## config.mk

```make
export PLATFORM = sky130hd
export DESIGN_NAME = gtfr_front
export DESIGN_NICKNAME = d
export VERILOG_FILES = /design/src/sv/gtfr_pkg.sv /design/src/sv/gtfr_front.sv
export SDC_FILE = /design/constraint.sdc
export NUM_CORES = 1
export LEC_CHECK = 0
export BUFFER_PORTS_ARGS = -buffer_cell sky130_fd_sc_hd__buf_2
export CAP_MARGIN = 20
export CORE_MARGIN = 3
export CORE_UTILIZATION = 30
export DETAILED_ROUTE_END_ITERATION = 10
export PLACE_DENSITY = 0.66
export RECOVER_POWER = 50
export SYNTH_ARGS = -nofsm -noshare
export SYNTH_HDL_FRONTEND = slang
export SYNTH_SLANG_ARGS = --single-unit
```

## constraint.sdc

```tcl
create_clock -name clock -period 2.3 [get_ports clock]
set_clock_uncertainty 0.05 [all_clocks]
set_input_delay 0.115 -clock clock [delete_from_list [all_inputs] [get_ports clock]]
set_output_delay 0.115 -clock clock [all_outputs]
set_load 0.02 [all_outputs]
```

## src/sv/gtfr_pkg.sv

```systemverilog
`timescale 1ns / 1ps
// ----------------------------------------------------------------------------
// gtfr_pkg
// Shared types, codes and the 5x7 font for the glyph text renderer.
// ----------------------------------------------------------------------------
package gtfr_pkg;

   localparam int DEF_DISPLAY_WIDTH  = 128;
   localparam int DEF_DISPLAY_HEIGHT = 64;
   localparam int DEF_MAX_SCALE      = 4;

   localparam int CURSOR_W    = 12;
   localparam int CURSOR_MAX  = 4095;
   localparam int SCALE_W     = 4;
   localparam int GLYPH_COLS  = 5;
   localparam int GLYPH_ROWS  = 7;
   localparam int GLYPH_IDX_W = 6;
   localparam int QUEUE_DEPTH = 2;

   localparam logic [1:0] REQ_CLEAR = 2'd0;
   localparam logic [1:0] REQ_DRAW  = 2'd1;
   localparam logic [1:0] REQ_READ  = 2'd2;

   typedef struct packed {
      logic [1:0]             kind;
      logic                   glyph_ok;
      logic [GLYPH_IDX_W-1:0] glyph_idx;
      logic [SCALE_W-1:0]     scale;
      logic [5:0]             top;
      logic [CURSOR_W-1:0]    x_start;
      logic [CURSOR_W-1:0]    cursor_x;
      logic [9:0]             read_index;
   } cmd_type;

   typedef struct packed {
      logic clearing;
   } back_status_type;

   // Map a character to its font row; lowercase folds onto uppercase.
   function automatic logic [GLYPH_IDX_W:0] glyph_index(input logic [6:0] ch);
      logic [GLYPH_IDX_W:0] r;
      r = '0;
      if (ch >= 7'h30 && ch <= 7'h39)
         r = {1'b1, GLYPH_IDX_W'(ch - 7'h30 + 7'd4)};
      else if (ch >= 7'h41 && ch <= 7'h5A)
         r = {1'b1, GLYPH_IDX_W'(ch - 7'h41 + 7'd14)};
      else if (ch >= 7'h61 && ch <= 7'h7A)
         r = {1'b1, GLYPH_IDX_W'(ch - 7'h61 + 7'd14)};
      else begin
         case (ch)
            7'h20:   r = {1'b1, 6'd0};
            7'h21:   r = {1'b1, 6'd1};
            7'h22:   r = {1'b1, 6'd2};
            7'h23:   r = {1'b1, 6'd3};
            7'h2D:   r = {1'b1, 6'd40};
            7'h2E:   r = {1'b1, 6'd41};
            7'h3A:   r = {1'b1, 6'd42};
            7'h3F:   r = {1'b1, 6'd43};
            default: r = '0;
         endcase
      end
      return r;
   endfunction

   // Font row: column 0 in bits [7:0], bit r of a column is glyph row r.
   function automatic logic [39:0] glyph_bits(input logic [GLYPH_IDX_W-1:0] idx);
      logic [39:0] g;
      case (idx)
         6'd0:    g = {8'h00, 8'h00, 8'h00, 8'h00, 8'h00};
         6'd1:    g = {8'h00, 8'h00, 8'h5F, 8'h00, 8'h00};
         6'd2:    g = {8'h00, 8'h07, 8'h00, 8'h07, 8'h00};
         6'd3:    g = {8'h14, 8'h7F, 8'h14, 8'h7F, 8'h14};
         6'd4:    g = {8'h3E, 8'h45, 8'h49, 8'h51, 8'h3E};
         6'd5:    g = {8'h00, 8'h40, 8'h7F, 8'h42, 8'h00};
         6'd6:    g = {8'h46, 8'h49, 8'h51, 8'h61, 8'h42};
         6'd7:    g = {8'h31, 8'h4B, 8'h45, 8'h41, 8'h21};
         6'd8:    g = {8'h10, 8'h7F, 8'h12, 8'h14, 8'h18};
         6'd9:    g = {8'h39, 8'h45, 8'h45, 8'h45, 8'h27};
         6'd10:   g = {8'h30, 8'h49, 8'h49, 8'h4A, 8'h3C};
         6'd11:   g = {8'h03, 8'h05, 8'h09, 8'h71, 8'h01};
         6'd12:   g = {8'h36, 8'h49, 8'h49, 8'h49, 8'h36};
         6'd13:   g = {8'h1E, 8'h29, 8'h49, 8'h49, 8'h06};
         6'd14:   g = {8'h7E, 8'h11, 8'h11, 8'h11, 8'h7E};
         6'd15:   g = {8'h36, 8'h49, 8'h49, 8'h49, 8'h7F};
         6'd16:   g = {8'h22, 8'h41, 8'h41, 8'h41, 8'h3E};
         6'd17:   g = {8'h1C, 8'h22, 8'h41, 8'h41, 8'h7F};
         6'd18:   g = {8'h41, 8'h49, 8'h49, 8'h49, 8'h7F};
         6'd19:   g = {8'h01, 8'h09, 8'h09, 8'h09, 8'h7F};
         6'd20:   g = {8'h7A, 8'h49, 8'h49, 8'h41, 8'h3E};
         6'd21:   g = {8'h7F, 8'h08, 8'h08, 8'h08, 8'h7F};
         6'd22:   g = {8'h00, 8'h41, 8'h7F, 8'h41, 8'h00};
         6'd23:   g = {8'h01, 8'h3F, 8'h41, 8'h40, 8'h20};
         6'd24:   g = {8'h41, 8'h22, 8'h14, 8'h08, 8'h7F};
         6'd25:   g = {8'h40, 8'h40, 8'h40, 8'h40, 8'h7F};
         6'd26:   g = {8'h7F, 8'h02, 8'h0C, 8'h02, 8'h7F};
         6'd27:   g = {8'h7F, 8'h10, 8'h08, 8'h04, 8'h7F};
         6'd28:   g = {8'h3E, 8'h41, 8'h41, 8'h41, 8'h3E};
         6'd29:   g = {8'h06, 8'h09, 8'h09, 8'h09, 8'h7F};
         6'd30:   g = {8'h5E, 8'h21, 8'h51, 8'h41, 8'h3E};
         6'd31:   g = {8'h46, 8'h29, 8'h19, 8'h09, 8'h7F};
         6'd32:   g = {8'h31, 8'h49, 8'h49, 8'h49, 8'h46};
         6'd33:   g = {8'h01, 8'h01, 8'h7F, 8'h01, 8'h01};
         6'd34:   g = {8'h3F, 8'h40, 8'h40, 8'h40, 8'h3F};
         6'd35:   g = {8'h1F, 8'h20, 8'h40, 8'h20, 8'h1F};
         6'd36:   g = {8'h3F, 8'h40, 8'h38, 8'h40, 8'h3F};
         6'd37:   g = {8'h63, 8'h14, 8'h08, 8'h14, 8'h63};
         6'd38:   g = {8'h07, 8'h08, 8'h70, 8'h08, 8'h07};
         6'd39:   g = {8'h43, 8'h45, 8'h49, 8'h51, 8'h61};
         6'd40:   g = {8'h08, 8'h08, 8'h08, 8'h08, 8'h08};
         6'd41:   g = {8'h00, 8'h00, 8'h60, 8'h60, 8'h00};
         6'd42:   g = {8'h00, 8'h00, 8'h36, 8'h36, 8'h00};
         6'd43:   g = {8'h06, 8'h09, 8'h51, 8'h01, 8'h02};
         default: g = '0;
      endcase
      return g;
   endfunction

endpackage

```

## src/sv/gtfr_front.sv

```systemverilog
`timescale 1ns / 1ps
// ----------------------------------------------------------------------------
// gtfr_front
// Accepts requests, clamps scale, looks up the glyph and tracks the cursor.
// ----------------------------------------------------------------------------
module gtfr_front #(
   parameter int MAX_SCALE = gtfr_pkg::DEF_MAX_SCALE
) (
   input  logic                     clock,
   input  logic                     reset,
   input  logic                     req_tvalid,
   output logic                     req_tready,
   input  logic [1:0]               req_type,
   input  logic [6:0]               char_code,
   input  logic [6:0]               pos_x,
   input  logic [5:0]               pos_y,
   input  logic                     new_string,
   input  logic [2:0]               scale,
   input  logic [9:0]               read_index,
   input  logic                     queue_full,
   input  gtfr_pkg::back_status_type back_status,
   output logic                     push,
   output gtfr_pkg::cmd_type        push_cmd
);

   logic [gtfr_pkg::CURSOR_W-1:0]    cursor_ff, cursor_in;
   logic [gtfr_pkg::SCALE_W-1:0]     s_eff;
   logic [gtfr_pkg::CURSOR_W-1:0]    x_start;
   logic [gtfr_pkg::CURSOR_W:0]      sum;
   logic [gtfr_pkg::CURSOR_W-1:0]    adv;
   logic [gtfr_pkg::GLYPH_IDX_W:0]   gi;

   assign req_tready = !queue_full && !back_status.clearing;
   assign push       = req_tvalid && req_tready;

   always_comb begin
      if (scale == 3'd0)
         s_eff = gtfr_pkg::SCALE_W'(1);
      else if (32'(scale) > MAX_SCALE)
         s_eff = gtfr_pkg::SCALE_W'(MAX_SCALE);
      else
         s_eff = gtfr_pkg::SCALE_W'(scale);
      x_start = new_string ? gtfr_pkg::CURSOR_W'(pos_x) : cursor_ff;
      sum = (gtfr_pkg::CURSOR_W+1)'(x_start) + (gtfr_pkg::CURSOR_W+1)'(s_eff) * 13'd6;
      adv = (sum > (gtfr_pkg::CURSOR_W+1)'(gtfr_pkg::CURSOR_MAX))
            ? gtfr_pkg::CURSOR_W'(gtfr_pkg::CURSOR_MAX) : sum[gtfr_pkg::CURSOR_W-1:0];
      gi = gtfr_pkg::glyph_index(char_code);
      cursor_in = (push && req_type == gtfr_pkg::REQ_DRAW) ? adv : cursor_ff;

      push_cmd.kind       = req_type;
      push_cmd.glyph_ok   = gi[gtfr_pkg::GLYPH_IDX_W];
      push_cmd.glyph_idx  = gi[gtfr_pkg::GLYPH_IDX_W-1:0];
      push_cmd.scale      = s_eff;
      push_cmd.top        = pos_y;
      push_cmd.x_start    = x_start;
      push_cmd.cursor_x   = cursor_in;
      push_cmd.read_index = read_index;
   end

   always_ff @(posedge clock) begin
      if (reset) begin
         cursor_ff <= '0;
      end else begin
         cursor_ff <= cursor_in;
      end
   end

endmodule

```

==> impl_metrics.csv <==
group,metric,value,unit
status,status,"complete, but fails checks",
status,violations,"negative setup slack",
worst_hold_path,min_path_cells,2,
power_and_ir_drop,power_frac_clock,28.1,%
power_and_ir_drop,p_leak,1.178,nW
synth,synth_nets,260,
power_and_ir_drop,intPower,0.0005516,W
drt,drt_iter0_markers,60,
floorplan,initial_core_util,31.49,%
critical_path,reg2regPathDepth,11,
drt,vias,1736,
power_and_ir_drop,power_density,320.3,mW/mm^2
drt,vias_per_cell,4.960,
floorplan,die_w,79.92,um
global_route,antenna_found_initial,0,
synth,synth_cells,204,
global_route,overflow,0,
floorplan,pin_count,96,
synth,syn_area,0.001639,mm^2
drt,ant_nets,0,
placement,numPortBuffers,62,
sta,hold_viol,0,
sta,slew_violations,0,
global_route,grtUsageTotal,14.35,%
clock_tree,cts_hold_buf,0,
run,drv_cap,0,
critical_path,cp_max_fo,7,
final_layout,drive_gt1_share,56.07,%
final_layout,multi_input_area,0.001495,mm^2
sta,finalSetupViolations,12,
worst_hold_path,hold_path_class,"in2reg",
floorplan,rows,26,
global_route,grt_pass1_vias,1744,
clock_tree,root_buffer,"clkbuf_8",
drt,drc,0,
synth,synth-edff-count,0,
drt,wire_per_inst,13.78,um
synth,postSynthAreaPerCell,8.035,um^2
power_and_ir_drop,power.switching,0.0002961,W
clock_tree,clock_sinks,12,
floorplan,die_h,79.92,um
synth,synth_seq_cells,12,
power_and_ir_drop,combPwrFrac,46.9,%
final_layout,syn2layout_area_growth,61.45,%
power_and_ir_drop,pwr-share-seq,25.1,%
clock_tree,cts.clk_slew.worst_paths,0.06,ns
final_layout,largest_reg_flops,12,
synth,ys_types,57,
sta,rsz0062_at_grt,"true",
clock_tree,numCtsBuffers,3,
power_and_ir_drop,p_sw_share,34.93,%
sta,fin_crit_sh,107.9,%
power_and_ir_drop,ir_drop,221.6,uV
final_layout,fin_area,0.002646,mm^2
final_layout,final_cells,350,
synth,synth_ff_type,"dfxtp_1",
final_layout,nNetsFinal,337,
final_layout,antenna_cells,0,
synth,yosysWarnings,0,
final_layout,largest-register,"cursor_ff",
critical_path,cp_data_arrival_time,2.32,ns
critical_path,end_kind,"output port",
placement,placed_area,0.002165,mm^2
global_route,grt_pass1_wl,7541,um
final_layout,seq_area,245.2,um^2
clock_tree,ctsLongestPathBuffers,2,
placement,dp.final_hpwl,3474,um
placement,placed_cells,332,
clock_tree,cts_tree,"done",
drt,drt_pre_antenna_iters,4,
sta,max_freq,0.4029,GHz
clock_tree,clk-insertion-delay-late,0.25,ns
final_layout,reg.largest.list,"cursor_ff x12",
clock_tree,cts_max_level,1,
drt,drt-total-wl,4823,um
placement,globalplace.congestion,0.8152,
final_layout,fillCellCount,480,
critical_path,critical_path_required,2.13,ns
floorplan,die_area,0.006386,mm^2
critical_path,rrSetupSlack,0.04,ns
sta,min_period,2.482,ns
synth,postSynth.asyncResetShare,0,%
critical_path,start_kind,"flip-flop",
sta,setup_slack,-0.1822,ns
floorplan,fp.coreArea,0.005205,mm^2
synth,yosysSeqAreaShare,14.66,%
global_route,grt_start_max_net_pins,13,
critical_path,crit_type,"reg2out",
## through the flow
step	power (W)	utilization (%)	setup slack (ns)	hold slack (ns)	setup TNS [ns]
after CTS	0.0008270	48.44	-0.1645	0.1512	-0.9544
final	0.0008477	50.84	-0.1822	0.1560	-1.544
after global routing	0.0008964	50.84	-0.3207	0.1690	-3.795
after detailed placement	0.0005474	41.59	-0.2695	0.1801	-2.455
after floorplan	0.0004725	-	-0.08866	0.2165	-0.2407
after global placement	0.0005422	41.59	-0.2425	0.1801	-2.162
## critical path: stages (launching register included)
cell	delay [ns]
dfxtp_2	0.33
mux2i_2	0.17
inv_1	0.09
ha_1	0.28
a21o_1	0.14
nand4_1	0.19
buf_4	0.20
a21oi_4	0.15
nor2_4	0.07
buf_12	0.16
a31oi_4	0.16
buf_6	0.14
## power by group through the flow
stage / clock, W / sequential (W) / combinational (W)
finish: 0.000238 / 0.000212 / 0.000397
global route: 0.000252 / 0.000213 / 0.000432
CTS: 0.000242 / 0.000212 / 0.000373
detailed placement: 0 / 0.000217 / 0.000331
global placement: 0 / 0.000216 / 0.000326
floorplan: 0 / 0.000216 / 0.000256
## placed cells by master, fill, tap and decap left out, drive strengths merged, types with 4 or more instances in the layout
cell	Yosys	final
a211oi	8	8
mux2	5	5
xnor2	4	4
buf	24	89
nor2b	10	10
a31oi	7	7
o21ai	4	4
nor2	9	9
mux2i	5	5
nand3	9	9
a21oi	13	13
nand2b	4	4
ha	14	14
inv	14	14
nand2	16	16
clkbuf	3	14
dfxtp	12	12
o21a	4	4
## synthesized netlist by cell type (all sizes together) (2+ instances only)
master | instances | area (um^2)
ha | 14 | 175.2
o21a | 4 | 30.03
a211oi | 8 | 75.08
dfxtp | 12 | 240.2
nand3 | 9 | 57.56
nor2b | 10 | 62.56
a21o | 3 | 22.52
a21oi | 13 | 72.57
and3 | 2 | 17.52
mux2 | 5 | 56.30
a31oi | 7 | 58.81
clkbuf | 3 | 11.26
o221ai | 2 | 23.77
nand2 | 16 | 62.56
buf | 24 | 186.4
o21ai | 4 | 20.02
xor2 | 2 | 17.52
mux2i | 5 | 50.05
o22ai | 3 | 18.77
a221oi | 2 | 23.77
and2 | 3 | 18.77
nor2 | 9 | 36.29
nor3 | 2 | 10.01
nand2b | 4 | 25.02
xnor2 | 4 | 35.03
inv | 14 | 52.55
## logic make-up (layout without fill, tap and decap cells)
group | after synthesis | in the layout | share of synthesized area [%]
mux | 10 | 10 | 6.488
other cells | 1 | 1 | 0.2288
compound gates | 55 | 55 | 25.73
buf+inv | 41 | 117 | 15.27
fa+ha+maj | 15 | 15 | 11.91
xor+xnor | 6 | 6 | 3.206
flops | 12 | 12 | 14.66
simple gates | 64 | 64 | 22.52
## worst paths after layout
kind / to / startpoint
max: push_cmd[17] / cursor_ff[2]
min: cursor_ff[3] / reset
max reg2reg: cursor_ff[7] / cursor_ff[2]
min reg2reg: cursor_ff[4] / cursor_ff[4]
## per-layer routing
metal  wire length [um]  GRT usage (%)
met1               2107          16.85
met4                 80          4.561
met2               2322          25.17
met3                313          3.725
met5                  0              0
## final cells by class
cell class | instances | area share (%)
Multi-Input combinational cell | 151 | 56.50
Sequential cell | 12 | 9.267
Tap cell | 70 | 3.310
Timing Repair Buffer | 99 | 26.86
Clock buffer | 4 | 2.080
Inverter | 14 | 1.986
## what timing repair did
item,4_1_cts,5_1_grt
setup buffers,10,6
gates cloned,1,0
pin swaps,20,21
setup endpoints to repair,13,16
resized for setup,47,29
No activity file was read; power rests on OpenSTA's default activity.
