<file path="config.mk">
export PLATFORM = sky130hd
export DESIGN_NAME = gtfr_fifo
export DESIGN_NICKNAME = d
export VERILOG_FILES = /design/src/sv/gtfr_pkg.sv /design/src/sv/gtfr_fifo.sv
export SDC_FILE = /design/constraint.sdc
export NUM_CORES = 1
export LEC_CHECK = 0
export ABC_CLOCK_PERIOD_IN_PS = 3260
export BUFFER_PORTS_ARGS = -buffer_cell sky130_fd_sc_hd__buf_2
export CAP_MARGIN = 15
export CORE_ASPECT_RATIO = 0.7
export CORE_MARGIN = 2
export CORE_UTILIZATION = 45
export CTS_CLUSTER_DIAMETER = 50
export DETAILED_ROUTE_END_ITERATION = 12
export PLACE_DENSITY_LB_ADDON = 0.12
export SLEW_MARGIN = 25
export SYNTH_ARGS = -nofsm -noshare
export SYNTH_HDL_FRONTEND = slang
export SYNTH_SLANG_ARGS = --single-unit
</file>
<file path="constraint.sdc">
create_clock -name clock -period 3.26 [get_ports clock]
set_input_delay 0.163 -clock clock [delete_from_list [all_inputs] [get_ports clock]]
set_output_delay 0.163 -clock clock [all_outputs]
set_load 0.03 [all_outputs]
</file>
<file path="src/sv/gtfr_pkg.sv">
`timescale 1ns / 1ps
// ----------------------------------------------------------------------------
// gtfr_pkg
// Shared types, codes and the 5x7 font for the glyph text renderer.
// ----------------------------------------------------------------------------
package gtfr_pkg;

   localparam int DEF_DISPLAY_WIDTH  = 128;
   localparam int DEF_DISPLAY_HEIGHT = 64;
   localparam int DEF_MAX_SCALE      = 4;

   localparam int CURSOR_W    = 12;
   localparam int CURSOR_MAX  = 4095;
   localparam int SCALE_W     = 4;
   localparam int GLYPH_COLS  = 5;
   localparam int GLYPH_ROWS  = 7;
   localparam int GLYPH_IDX_W = 6;
   localparam int QUEUE_DEPTH = 2;

   localparam logic [1:0] REQ_CLEAR = 2'd0;
   localparam logic [1:0] REQ_DRAW  = 2'd1;
   localparam logic [1:0] REQ_READ  = 2'd2;

   typedef struct packed {
      logic [1:0]             kind;
      logic                   glyph_ok;
      logic [GLYPH_IDX_W-1:0] glyph_idx;
      logic [SCALE_W-1:0]     scale;
      logic [5:0]             top;
      logic [CURSOR_W-1:0]    x_start;
      logic [CURSOR_W-1:0]    cursor_x;
      logic [9:0]             read_index;
   } cmd_type;

   typedef struct packed {
      logic clearing;
   } back_status_type;

   // Map a character to its font row; lowercase folds onto uppercase.
   function automatic logic [GLYPH_IDX_W:0] glyph_index(input logic [6:0] ch);
      logic [GLYPH_IDX_W:0] r;
      r = '0;
      if (ch >= 7'h30 && ch <= 7'h39)
         r = {1'b1, GLYPH_IDX_W'(ch - 7'h30 + 7'd4)};
      else if (ch >= 7'h41 && ch <= 7'h5A)
         r = {1'b1, GLYPH_IDX_W'(ch - 7'h41 + 7'd14)};
      else if (ch >= 7'h61 && ch <= 7'h7A)
         r = {1'b1, GLYPH_IDX_W'(ch - 7'h61 + 7'd14)};
      else begin
         case (ch)
            7'h20:   r = {1'b1, 6'd0};
            7'h21:   r = {1'b1, 6'd1};
            7'h22:   r = {1'b1, 6'd2};
            7'h23:   r = {1'b1, 6'd3};
            7'h2D:   r = {1'b1, 6'd40};
            7'h2E:   r = {1'b1, 6'd41};
            7'h3A:   r = {1'b1, 6'd42};
            7'h3F:   r = {1'b1, 6'd43};
            default: r = '0;
         endcase
      end
      return r;
   endfunction

   // Font row: column 0 in bits [7:0], bit r of a column is glyph row r.
   function automatic logic [39:0] glyph_bits(input logic [GLYPH_IDX_W-1:0] idx);
      logic [39:0] g;
      case (idx)
         6'd0:    g = {8'h00, 8'h00, 8'h00, 8'h00, 8'h00};
         6'd1:    g = {8'h00, 8'h00, 8'h5F, 8'h00, 8'h00};
         6'd2:    g = {8'h00, 8'h07, 8'h00, 8'h07, 8'h00};
         6'd3:    g = {8'h14, 8'h7F, 8'h14, 8'h7F, 8'h14};
         6'd4:    g = {8'h3E, 8'h45, 8'h49, 8'h51, 8'h3E};
         6'd5:    g = {8'h00, 8'h40, 8'h7F, 8'h42, 8'h00};
         6'd6:    g = {8'h46, 8'h49, 8'h51, 8'h61, 8'h42};
         6'd7:    g = {8'h31, 8'h4B, 8'h45, 8'h41, 8'h21};
         6'd8:    g = {8'h10, 8'h7F, 8'h12, 8'h14, 8'h18};
         6'd9:    g = {8'h39, 8'h45, 8'h45, 8'h45, 8'h27};
         6'd10:   g = {8'h30, 8'h49, 8'h49, 8'h4A, 8'h3C};
         6'd11:   g = {8'h03, 8'h05, 8'h09, 8'h71, 8'h01};
         6'd12:   g = {8'h36, 8'h49, 8'h49, 8'h49, 8'h36};
         6'd13:   g = {8'h1E, 8'h29, 8'h49, 8'h49, 8'h06};
         6'd14:   g = {8'h7E, 8'h11, 8'h11, 8'h11, 8'h7E};
         6'd15:   g = {8'h36, 8'h49, 8'h49, 8'h49, 8'h7F};
         6'd16:   g = {8'h22, 8'h41, 8'h41, 8'h41, 8'h3E};
         6'd17:   g = {8'h1C, 8'h22, 8'h41, 8'h41, 8'h7F};
         6'd18:   g = {8'h41, 8'h49, 8'h49, 8'h49, 8'h7F};
         6'd19:   g = {8'h01, 8'h09, 8'h09, 8'h09, 8'h7F};
         6'd20:   g = {8'h7A, 8'h49, 8'h49, 8'h41, 8'h3E};
         6'd21:   g = {8'h7F, 8'h08, 8'h08, 8'h08, 8'h7F};
         6'd22:   g = {8'h00, 8'h41, 8'h7F, 8'h41, 8'h00};
         6'd23:   g = {8'h01, 8'h3F, 8'h41, 8'h40, 8'h20};
         6'd24:   g = {8'h41, 8'h22, 8'h14, 8'h08, 8'h7F};
         6'd25:   g = {8'h40, 8'h40, 8'h40, 8'h40, 8'h7F};
         6'd26:   g = {8'h7F, 8'h02, 8'h0C, 8'h02, 8'h7F};
         6'd27:   g = {8'h7F, 8'h10, 8'h08, 8'h04, 8'h7F};
         6'd28:   g = {8'h3E, 8'h41, 8'h41, 8'h41, 8'h3E};
         6'd29:   g = {8'h06, 8'h09, 8'h09, 8'h09, 8'h7F};
         6'd30:   g = {8'h5E, 8'h21, 8'h51, 8'h41, 8'h3E};
         6'd31:   g = {8'h46, 8'h29, 8'h19, 8'h09, 8'h7F};
         6'd32:   g = {8'h31, 8'h49, 8'h49, 8'h49, 8'h46};
         6'd33:   g = {8'h01, 8'h01, 8'h7F, 8'h01, 8'h01};
         6'd34:   g = {8'h3F, 8'h40, 8'h40, 8'h40, 8'h3F};
         6'd35:   g = {8'h1F, 8'h20, 8'h40, 8'h20, 8'h1F};
         6'd36:   g = {8'h3F, 8'h40, 8'h38, 8'h40, 8'h3F};
         6'd37:   g = {8'h63, 8'h14, 8'h08, 8'h14, 8'h63};
         6'd38:   g = {8'h07, 8'h08, 8'h70, 8'h08, 8'h07};
         6'd39:   g = {8'h43, 8'h45, 8'h49, 8'h51, 8'h61};
         6'd40:   g = {8'h08, 8'h08, 8'h08, 8'h08, 8'h08};
         6'd41:   g = {8'h00, 8'h00, 8'h60, 8'h60, 8'h00};
         6'd42:   g = {8'h00, 8'h00, 8'h36, 8'h36, 8'h00};
         6'd43:   g = {8'h06, 8'h09, 8'h51, 8'h01, 8'h02};
         default: g = '0;
      endcase
      return g;
   endfunction

endpackage

</file>
<file path="src/sv/gtfr_fifo.sv">
`timescale 1ns / 1ps
// ----------------------------------------------------------------------------
// gtfr_fifo
// Short command queue between the front and back parts.
// ----------------------------------------------------------------------------
module gtfr_fifo (
   input  logic              clock,
   input  logic              reset,
   input  logic              push,
   input  gtfr_pkg::cmd_type push_cmd,
   input  logic              pop,
   output gtfr_pkg::cmd_type head,
   output logic              empty,
   output logic              full
);

   localparam int PTR_W = (gtfr_pkg::QUEUE_DEPTH > 1) ? $clog2(gtfr_pkg::QUEUE_DEPTH) : 1;
   localparam int CNT_W = $clog2(gtfr_pkg::QUEUE_DEPTH + 1);

   gtfr_pkg::cmd_type slot_ff [gtfr_pkg::QUEUE_DEPTH];
   logic [PTR_W-1:0]  wr_ptr_ff, wr_ptr_in, rd_ptr_ff, rd_ptr_in;
   logic [CNT_W-1:0]  count_ff, count_in;

   assign empty = (count_ff == '0);
   assign full  = (count_ff == CNT_W'(gtfr_pkg::QUEUE_DEPTH));
   assign head  = slot_ff[rd_ptr_ff];

   always_comb begin
      wr_ptr_in = wr_ptr_ff;
      rd_ptr_in = rd_ptr_ff;
      count_in  = count_ff;
      if (push) begin
         wr_ptr_in = (32'(wr_ptr_ff) == gtfr_pkg::QUEUE_DEPTH - 1) ? '0 : wr_ptr_ff + 1'b1;
      end
      if (pop) begin
         rd_ptr_in = (32'(rd_ptr_ff) == gtfr_pkg::QUEUE_DEPTH - 1) ? '0 : rd_ptr_ff + 1'b1;
      end
      if (push && !pop)
         count_in = count_ff + 1'b1;
      else if (pop && !push)
         count_in = count_ff - 1'b1;
   end

   always_ff @(posedge clock) begin
      if (reset) begin
         wr_ptr_ff <= '0;
         rd_ptr_ff <= '0;
         count_ff  <= '0;
      end else begin
         wr_ptr_ff <= wr_ptr_in;
         rd_ptr_ff <= rd_ptr_in;
         count_ff  <= count_in;
      end
   end

   always_ff @(posedge clock) begin
      if (push) begin
         slot_ff[wr_ptr_ff] <= push_cmd;
      end
   end

endmodule

</file>
==> impl_metrics.tcl, run 1 <==
set metrics [dict create \
    fin_crit_sh_pct 60.75 \
    start_kind "flop" \
    required_ps 3100 \
    p_leak_nw 1.901 \
    htreeDepth 3 \
    num_io_pins 112 \
    antenna_found_initial 0 \
    clockBufferDepth 2 \
    fill_cells 667 \
    fp.dieH_um 83.36 \
    maxCapViolCount 0 \
    tritoncts "yes" \
    cts_sinks 111 \
    place_congestion 0.6812 \
    outcome "completed" \
    wl_met2_mm 3.072 \
    grt_remaining_overflow 0 \
    clk_latency_ps 340 \
    avgSynthCellArea_um2 21.65 \
    rsz0062_at_grt "no" \
    fmax_ghz 0.5050 \
    detail_route.vias_per_cell 4.694 \
    die_w_um 117.4 \
    vias 2042 \
    synth_sequential_area_ratio_pct 81.09 \
    drt_pre_antenna_iters 4 \
    drive_above_1_share_pct 58.73 \
    cp.arrival_ps 1820 \
    grt_pass1_vias 2080 \
    rrSetupSlack_ps 1640 \
    port-buffer-count 111 \
    synth-seq-cells 111 \
    worstPathMaxFanout 36 \
    final_core_util_pct 59.15 \
    syn_to_final_growth_pct 25.40 \
    wire_per_inst_um 15.74 \
    max-slew-margin-rel_pct 44.70 \
    peakVddDrop_uv 385.4 \
    routed-wl-met3_um 483 \
    grt_max_degree 37 \
    design.core.area_mm2 0.008583 \
    slowest_stage "dfxtp_2" \
    clk_pin_slew_ps 70 \
    final_nets 368 \
    finalSetupViolations 0 \
    cts_resized 0 \
    worstPathCellList "buf_12 -> mux2_2 -> buf_2" \
    met1Wirelength_mm 3.210 \
    synthesis.instances 187 \
    endpoint_kind "primary output" \
    insertedDiodeCount 0 \
    period_minus_slack_ps 1980 \
    tns_ps 0 \
    syn_nets 245 \
    wl_mm 6.848 \
    path_class "reg2out" \
    tightest_slew_ps 827.7 \
    ys_warn_count 0 \
    fin_worst_skew_ps 3.922 \
    dpl.hpwl_mm 4.584 \
    root_buffer "clkbuf_16" \
    die_area_mm2 0.009784 \
    cts_made_buffers 9 \
    drcViolationCount 0 \
    grt_usage_pct 14.12 \
    grt_pass1_wl_mm 10.46 \
    postRouteAntennaNets 0 \
    synthDistinctLibCells 16 \
    seq_area_mm2 0.003284 \
    rows 28 \
    slowest_delay_ps 620 \
    hp-class "in2reg" \
    multi_input_area_um2 709.4 \
    pwr_density_cell_mw_per_mm2 616.9 \
    hold_viol 0 \
    initial_core_util_pct 47.17 \
    drt_first_iter_violations 96 \
    slew_viol_final 0 \
    highest_layer "met4" \
    synth.cell_area_mm2 0.004049 \
]
[state kept, by name, indices dropped and copies added, names as in the netlist, named ones only]
signal,cells
rd_ptr_ff,1
slot_ff,106
count_ff,2
wr_ptr_ff,1
[layout by cell type (no fill, tap or decap), drive strengths merged]
cell type	instances
buf	114
edfxtp	106
mux2	53
clkbuf	9
nor2	5
dfxtp	5
dlygate4sd3	4
clkinv	4
xor2	2
xnor2	2
clkinvlp	2
inv	2
and2b	1
and2	1
nor2b	1
o21ai	1
or3	1
a21oi	1
ha	1
[synthesized netlist by cell type]
cell type,n,share of area [%]
mux2_2,53,15
xor2_1,2,0.43
ha_1,1,0.31
o21ai_0,1,0.12
inv_1,1,0.093
buf_2,1,0.12
and2_1,1,0.15
nor2_1,5,0.46
and2b_2,1,0.22
xnor2_1,2,0.43
or3_1,1,0.15
edfxtp_1,106,79
a21oi_1,1,0.12
buf_6,5,1.4
nor2b_1,1,0.15
dfxtp_1,5,2.5
[power by group]
| part | internal [mW] | switching, mW | total [mW] |
|---|---|---|---|
| clock | 0.518 | 0.460 | 0.977 |
| combinational | 0.172 | 0.292 | 0.465 |
| sequential | 1.66 | 0.0296 | 1.69 |
[path summary, 6_finish.rpt]
| kind | from | endpoint | depth (start not counted) |
|---|---|---|---|
| hold / removal | push_cmd[22] | slot_ff[0][22] | 1 |
| hold reg to reg | rd_ptr_ff | rd_ptr_ff | 2 |
| setup / recovery | flop | head[14] | 3 |
| setup reg to reg | wr_ptr_ff | slot_ff[1][10] | 2 |
[area by class of cell]
class	count	share of cell area, %
clock inverter	7	0.9611
tap	120	2.957
multi-input combinational	69	13.97
clock buffer	9	4.436
sequential	111	64.69
inverter	1	0.07393
timing repair buffer	118	12.91
[per-stage QoR]
| stage | std cells | setup WS, ps | hold WS, ps | power (mW) | cell area (um2) |
|---|---|---|---|---|---|
| finish | 435 | 1280 | 12.92 | 3.132 | 5077 |
| floorplan | 187 | 99.69 | 232.1 | 2.040 | 4049 |
| global placement | 415 | 1613 | 352.5 | 2.185 | 4763 |
| detailed placement | 415 | 1609 | 353.7 | 2.189 | 4763 |
| CTS | 435 | 1249 | 0.5438 | 3.170 | 5077 |
| global route | 435 | 1189 | 0.5553 | 3.243 | 5077 |
[critical path: cells and delay by family, from the launching register on]
kind                   cells  cell delay [ps]
DFF                        1              620
buffers and inverters      2              480
muxes                      1              380
[per-layer routing]
layer  up-vias  global-route usage [%]
met3         9                   6.250
met4         0                   4.272
met2        70                   21.53
met1       989                   18.37
met5         -                       0
li1        974                       -
[cells by family after synthesis]
family                     after synthesis  synth area share, %
and+or+nand+nor                          9                1.144
muxes                                   53                14.74
adders and majority gates                1               0.3090
AOI/OAI and AO/OA                        2               0.2470
xor gates and xnor gates                 4               0.8654
DFF                                    111                81.09
buffers and inverters                    7                1.607
[repair_timing]
item	CTS	global route
hold endpoints to repair	8	0
setup buffers	0	0
hold buffers	4	0
(Power assumes the default switching activity.)
==> inputs of run 2 (changes only) <==
--- a/config.mk
+++ b/config.mk
@@ -5,7 +5,8 @@
 export SDC_FILE = /design/constraint.sdc
 export NUM_CORES = 1
 export LEC_CHECK = 0
-export ABC_CLOCK_PERIOD_IN_PS = 3260
+export ABC_AREA = 1
+export ABC_CLOCK_PERIOD_IN_PS = 1900
 export BUFFER_PORTS_ARGS = -buffer_cell sky130_fd_sc_hd__buf_2
 export CAP_MARGIN = 15
 export CORE_ASPECT_RATIO = 0.7
==> constraint.sdc (replaced) <==
create_clock -name clock -period 1.9 [get_ports clock]
set_input_delay 0.095 -clock clock [delete_from_list [all_inputs] [get_ports clock]]
set_output_delay 0.095 -clock clock [all_outputs]
set_load 0.03 [all_outputs]
==> run 2 against run 1 <==
Effect of this change: worst hold slack better by 48 ps; first-iteration DRC count shrank 8.3%; routed wire length is 9.5% higher; sequential cell count unchanged; count of clock-buffer cells in the layout rose by 1; via count rose by 12%; non-clock buffer count rose by 53; power is 83% higher; utilization up 4.5 points; critical path type unchanged; critical endpoint is now head[29]; largest cell class unchanged; largest power group unchanged.
==> impl_metrics.tcl, run 2 <==
set metrics [dict create \
    outcome "completed" \
    fin_worst_skew_ps 5.107 \
    power_mw 5.725 \
    maxCapViolCount 0 \
    grt_pass1_wl_mm 11.50 \
    slowest_stage "dfxtp_4" \
    path_class "reg2out" \
    tightest_slew_ps 420.3 \
    tritoncts "yes" \
    design.core.area_mm2 0.009180 \
    final_cell_mix "111 x buf_2, 106 x edfxtp_1, 54 x dlygate4sd3_1, 50 x mux2_4, 9 x clkbuf_16" \
    endpoint_kind "primary output" \
    largest_reg_flops 106 \
    insertedDiodeCount 0 \
    yosys.area.top_type_share_pct 73.93 \
    p_sw_share_pct 23.31 \
    rows 29 \
    hp-class "in2reg" \
    port-buffer-count 111 \
    cts_made_buffers 9 \
    grt_usage_pct 14.90 \
    fin_crit_sh_pct 93.10 \
    grt_pass1_vias 2416 \
    clk_latency_ps 340 \
    synthDistinctLibCells 16 \
    wl_mm 7.496 \
    die_area_mm2 0.01038 \
    synthesis.instances 198 \
    multi_input_area_um2 884.6 \
    cts_sinks 111 \
    max-slew-margin-rel_pct 71.98 \
    drt_pre_antenna_iters 4 \
    fill_cells 650 \
    slowest_delay_ps 580 \
    start_kind "flop" \
    pwr_density_cell_mw_per_mm2 980.2 \
    num_io_pins 112 \
    pwr-share-comb_pct 15.8 \
    top_register "slot_ff" \
    final_core_util_pct 63.62 \
    synth-seq-cells 111 \
    synth.area.top_cells "edfxtp_1 74%, mux2_4 17%, buf_12 2.3%" \
    yosysTopAreaCell "edfxtp_1" \
    final_nets 432 \
    ys_warn_count 0 \
    fp.dieH_um 85.84 \
    required_ps 1800 \
    p_leak_nw 2.360 \
    worstPathMaxFanout 21 \
    fmax_ghz 0.5653 \
    synth.cell_area_mm2 0.004305 \
    hold_viol 0 \
    htreeDepth 3 \
    wire_per_inst_um 14.90 \
    p_int_mw 4.390 \
    initial_core_util_pct 46.90 \
    dpl_cell_area_mm2 0.004986 \
    period_minus_slack_ps 1769 \
    drcViolationCount 0 \
    p_clk_share_pct 33.8 \
    root_buffer "clkbuf_16" \
    postRouteAntennaNets 0 \
    rsz0062_at_grt "no" \
    tns_ps 0 \
    syn_to_final_growth_pct 35.66 \
    dpl.hpwl_mm 4.744 \
    reg_top3 "slot_ff: 106 flops, count_ff: 2 flops" \
    async_reset_ff_share_pct 0 \
    stdcell_area_mm2 0.005841 \
    cp.arrival_ps 1670 \
    p_seq_share_pct 50.4 \
    vias 2286 \
    synth-edff-count 106 \
    detail_route.vias_per_cell 4.545 \
    hold_ws_ps 60.84 \
    yosys-top-cells-count "106 x edfxtp_1, 50 x mux2_4, 9 x inv_1" \
    final_common_cell "buf_2" \
    synth.most_common_cell "edfxtp_1" \
    grt_remaining_overflow 0 \
    drt_first_iter_violations 88 \
    slew_viol_final 0 \
    path_delay_family "flip-flops" \
    clockBufferDepth 2 \
    place_congestion 0.6955 \
    drive_above_1_share_pct 49.34 \
    finalSetupViolations 0 \
    syn_nets 256 \
    avgSynthCellArea_um2 21.74 \
    critPathBufInv 2 \
    ys.flop_type "edfxtp_1" \
    peakVddDrop_uv 677.0 \
    clk_pin_slew_ps 60 \
    seq_area_mm2 0.003287 \
    antenna_found_initial 0 \
    grt_max_degree 31 \
    die_w_um 120.9 \
    synth_sequential_area_ratio_pct 76.26 \
    p_switching_mw 1.335 \
    worstPathCellList "buf_12 -> mux2_4 -> buf_2" \
]
## run 2: worst paths after layout
kind | slack, ps | start | end | cells past startpoint
max | 130 | flop | head[29] | 3
max reg2reg | 620 | wr_ptr_ff | slot_ff[1][9] | 3
min reg2reg | 540 | count_ff[0] | count_ff[0] | 2
min | 60 | pop | flop | 3
## run 2: kinds of logic (layout without fill, tap and decap cells)
family | count (synthesis) | in the layout | synth area share (%)
compound gates | 2 | 2 | 0.2323
xor+xnor | 1 | 1 | 0.2035
mux | 53 | 53 | 18.22
flops | 111 | 111 | 76.26
buf+inv | 15 | 196 | 3.371
fa+ha+maj | 1 | 1 | 0.2906
simple gates | 15 | 15 | 1.424
## run 2: area by class of cell
cell class	count	share of cell area, %
multi-input combinational	72	15.15
timing repair buffer	171	19.97
tap	124	2.656
clock buffer	10	3.920
sequential	111	56.28
inverter	9	0.5784
clock inverter	6	1.457
## run 2: metrics by stage
step,instances,setup slack (ps)
after floorplan,198,6.335
after global placement,433,466.1
after detailed placement,433,471.7
after CTS,503,92.71
after global routing,503,59.22
final,503,131.1
## run 2: tightest hold or removal path: cells and delay by family
kind / cells / cell delay [ps]
buffers and inverters: 1 / 90
XOR/XNOR: 1 / 80
AND/OR/NAND/NOR: 1 / 90
## run 2: power by group through the flow
stage	registers (mW)	logic (mW)	clock network, mW
floorplan	2.91	0.643	0
global placement	2.94	0.822	0
detailed placement	2.94	0.826	0
CTS	2.89	0.917	2.00
global route	2.90	0.963	2.08
finish	2.88	0.906	1.93
## run 2: metal layers
metal  share of wire, %  wire [um]  vias to the layer above  track usage [%]
li1                   -          -                     1111                -
met1                 45       3358                     1093            18.04
met2                 47       3539                       71            23.65
met3                6.4        479                       11            5.851
met4                1.6        119                        0            6.977
met5                  0          0                        -                0
## run 2: timing repair
action                    in CTS  in global routing
buffers inserted               0                  0
resized for setup              0                  0
hold buffers                  54                  0
hold endpoints to repair     109                  0
==> inputs of run 3 (changes only) <==
--- a/config.mk
+++ b/config.mk
@@ -15,6 +15,7 @@
 export CTS_CLUSTER_DIAMETER = 50
 export DETAILED_ROUTE_END_ITERATION = 12
 export PLACE_DENSITY_LB_ADDON = 0.12
+export REMOVE_ABC_BUFFERS = 1
 export SLEW_MARGIN = 25
 export SYNTH_ARGS = -nofsm -noshare
 export SYNTH_HDL_FRONTEND = slang
==> run 3 against run 2 <==
Effect of this change: non-clock buffer count up 1; final cell count is 0.20% higher; first-iteration DRC count is 10% higher; design area fell by 0.43%.
==> impl_metrics.tcl, run 3 (synthesis results as in run 2) <==
set metrics [dict create \
    largest_reg_flops 106 \
    fin_crit_sh_pct 87.12 \
    drcViolationCount 0 \
    p_switching_mw 1.303 \
    use_met2_pct 25.33 \
    max-slew-margin-rel_pct 72.61 \
    p_seq_share_pct 51.7 \
    dpl.hpwl_mm 4.586 \
    final_core_util_pct 63.35 \
    wl_mm 7.494 \
    top_usage_layer "met2" \
    hp-class "in2reg" \
    grtUsageMet3_pct 5.253 \
    fmax_ghz 0.6041 \
    syn_to_final_growth_pct 35.08 \
    detail_route.vias_per_cell 4.563 \
    p_sw_share_pct 23.46 \
    fp.dieH_um 85.84 \
    endpoint_kind "primary output" \
    drt_pre_antenna_iters 4 \
    wire_per_inst_um 14.87 \
    grt_usage_pct 15.24 \
    fill_cells 680 \
    root_buffer "clkbuf_16" \
    required_ps 1800 \
    grt_remaining_overflow 0 \
    grt_max_degree 30 \
    tritoncts "yes" \
    design.core.area_mm2 0.009180 \
    clk_latency_ps 340 \
    postRouteAntennaNets 0 \
    grt_pass1_wl_mm 11.63 \
    pwr_density_cell_mw_per_mm2 955.3 \
    start_kind "flop" \
    cts_made_buffers 9 \
    use_met1_pct 18.20 \
    clockBufferDepth 2 \
    rows 29 \
    p_int_mw 4.253 \
    fin_worst_skew_ps 3.605 \
    worstPathMaxFanout 11 \
    die_area_mm2 0.01038 \
    hold_ws_ps 30.29 \
    multi_input_area_um2 884.6 \
    slew_viol_final 0 \
    seq_area_mm2 0.003287 \
    tightest_slew_ps 410.8 \
    grt_pass1_vias 2426 \
    pwr-share-comb_pct 16.6 \
    p_clk_share_pct 31.7 \
    cts_sinks 111 \
    num_io_pins 112 \
    p_leak_nw 2.348 \
    top_register "slot_ff" \
    final_common_cell "buf_2" \
    port-buffer-count 111 \
    peakVddDrop_uv 702.4 \
    period_minus_slack_ps 1655 \
    vias 2300 \
    outcome "completed" \
    clk_pin_slew_ps 60 \
    drive_above_1_share_pct 48.68 \
    cp.arrival_ps 1560 \
    final_nets 433 \
    cts_resized 0 \
    initial_core_util_pct 46.90 \
    place_congestion 0.6906 \
    whs_path_depth 3 \
    path_class "reg2out" \
    finalSetupViolations 0 \
    reg_top3 "slot_ff: 106 flops, count_ff: 2 flops" \
    power_mw 5.556 \
    maxCapViolCount 0 \
    drt_first_iter_violations 97 \
    reg2reg_depth 3 \
    hold_viol 0 \
    insertedDiodeCount 0 \
    final_cell_mix "111 x buf_2, 106 x edfxtp_1, 54 x dlygate4sd3_1, 50 x mux2_4, 9 x clkbuf_16" \
    rsz0062_at_grt "no" \
    die_w_um 120.9 \
    antenna_found_initial 0 \
    htreeDepth 3 \
]
[run 3: worst paths after layout]
check	startpoint	to	slack [ps]
worst max-delay path	flop	head[1]	240
worst min-delay path	pop	rd_ptr_ff	30
worst max register to register	wr_ptr_ff	slot_ff[1][37]	650
worst min register to register	rd_ptr_ff	rd_ptr_ff	510
[run 3: timing repair]
item / CTS / global route
hold buffers: 54 / 0
endpoints found under the hold margin: 109 / 0
buffers inserted: 0 / 0
[run 3: metrics by stage]
stage          setup slack (ps)  instance area (um2)  setup TNS, ps  instances
6_report                  244.6                 5816              0        504
4_1_cts                   219.3                 5816              0        504
3_5_place_dp              598.8                 4994              0        434
2_1_floorplan             -1107                 4194         -98840        192
5_1_grt                   184.8                 5816              0        504
3_3_place_gp              628.5                 4994              0        434
[run 3: cell type report]
| type | instances | share of cell area [%] |
|---|---|---|
| Sequential cell | 111 | 56.52 |
| Timing Repair Buffer | 172 | 20.18 |
| Multi-Input combinational cell | 72 | 15.21 |
| Clock buffer | 11 | 4.002 |
| Tap cell | 124 | 2.668 |
| Clock inverter | 5 | 0.8391 |
| Inverter | 9 | 0.5809 |
[run 3: worst max-delay path: stages (launching register included)]
cell and delay (ps):
dfxtp_4 430, buf_4 280, mux2_4 330, buf_2 180
[run 3: routing by layer]
layer	share of wire (%)	wire, um
met3	6.9	517
met2	48	3595
met5	0	0
met1	43	3241
met4	1.9	140
[run 3: power by group through the flow]
stage / Combinational (mW) / Sequential (mW) / Clock [mW]
finish: 0.924 / 2.87 / 1.76
global route: 0.985 / 2.88 / 1.89
CTS: 0.933 / 2.87 / 1.81
detailed placement: 0.843 / 2.93 / 0
global placement: 0.839 / 2.92 / 0
floorplan: 0.564 / 2.96 / 0
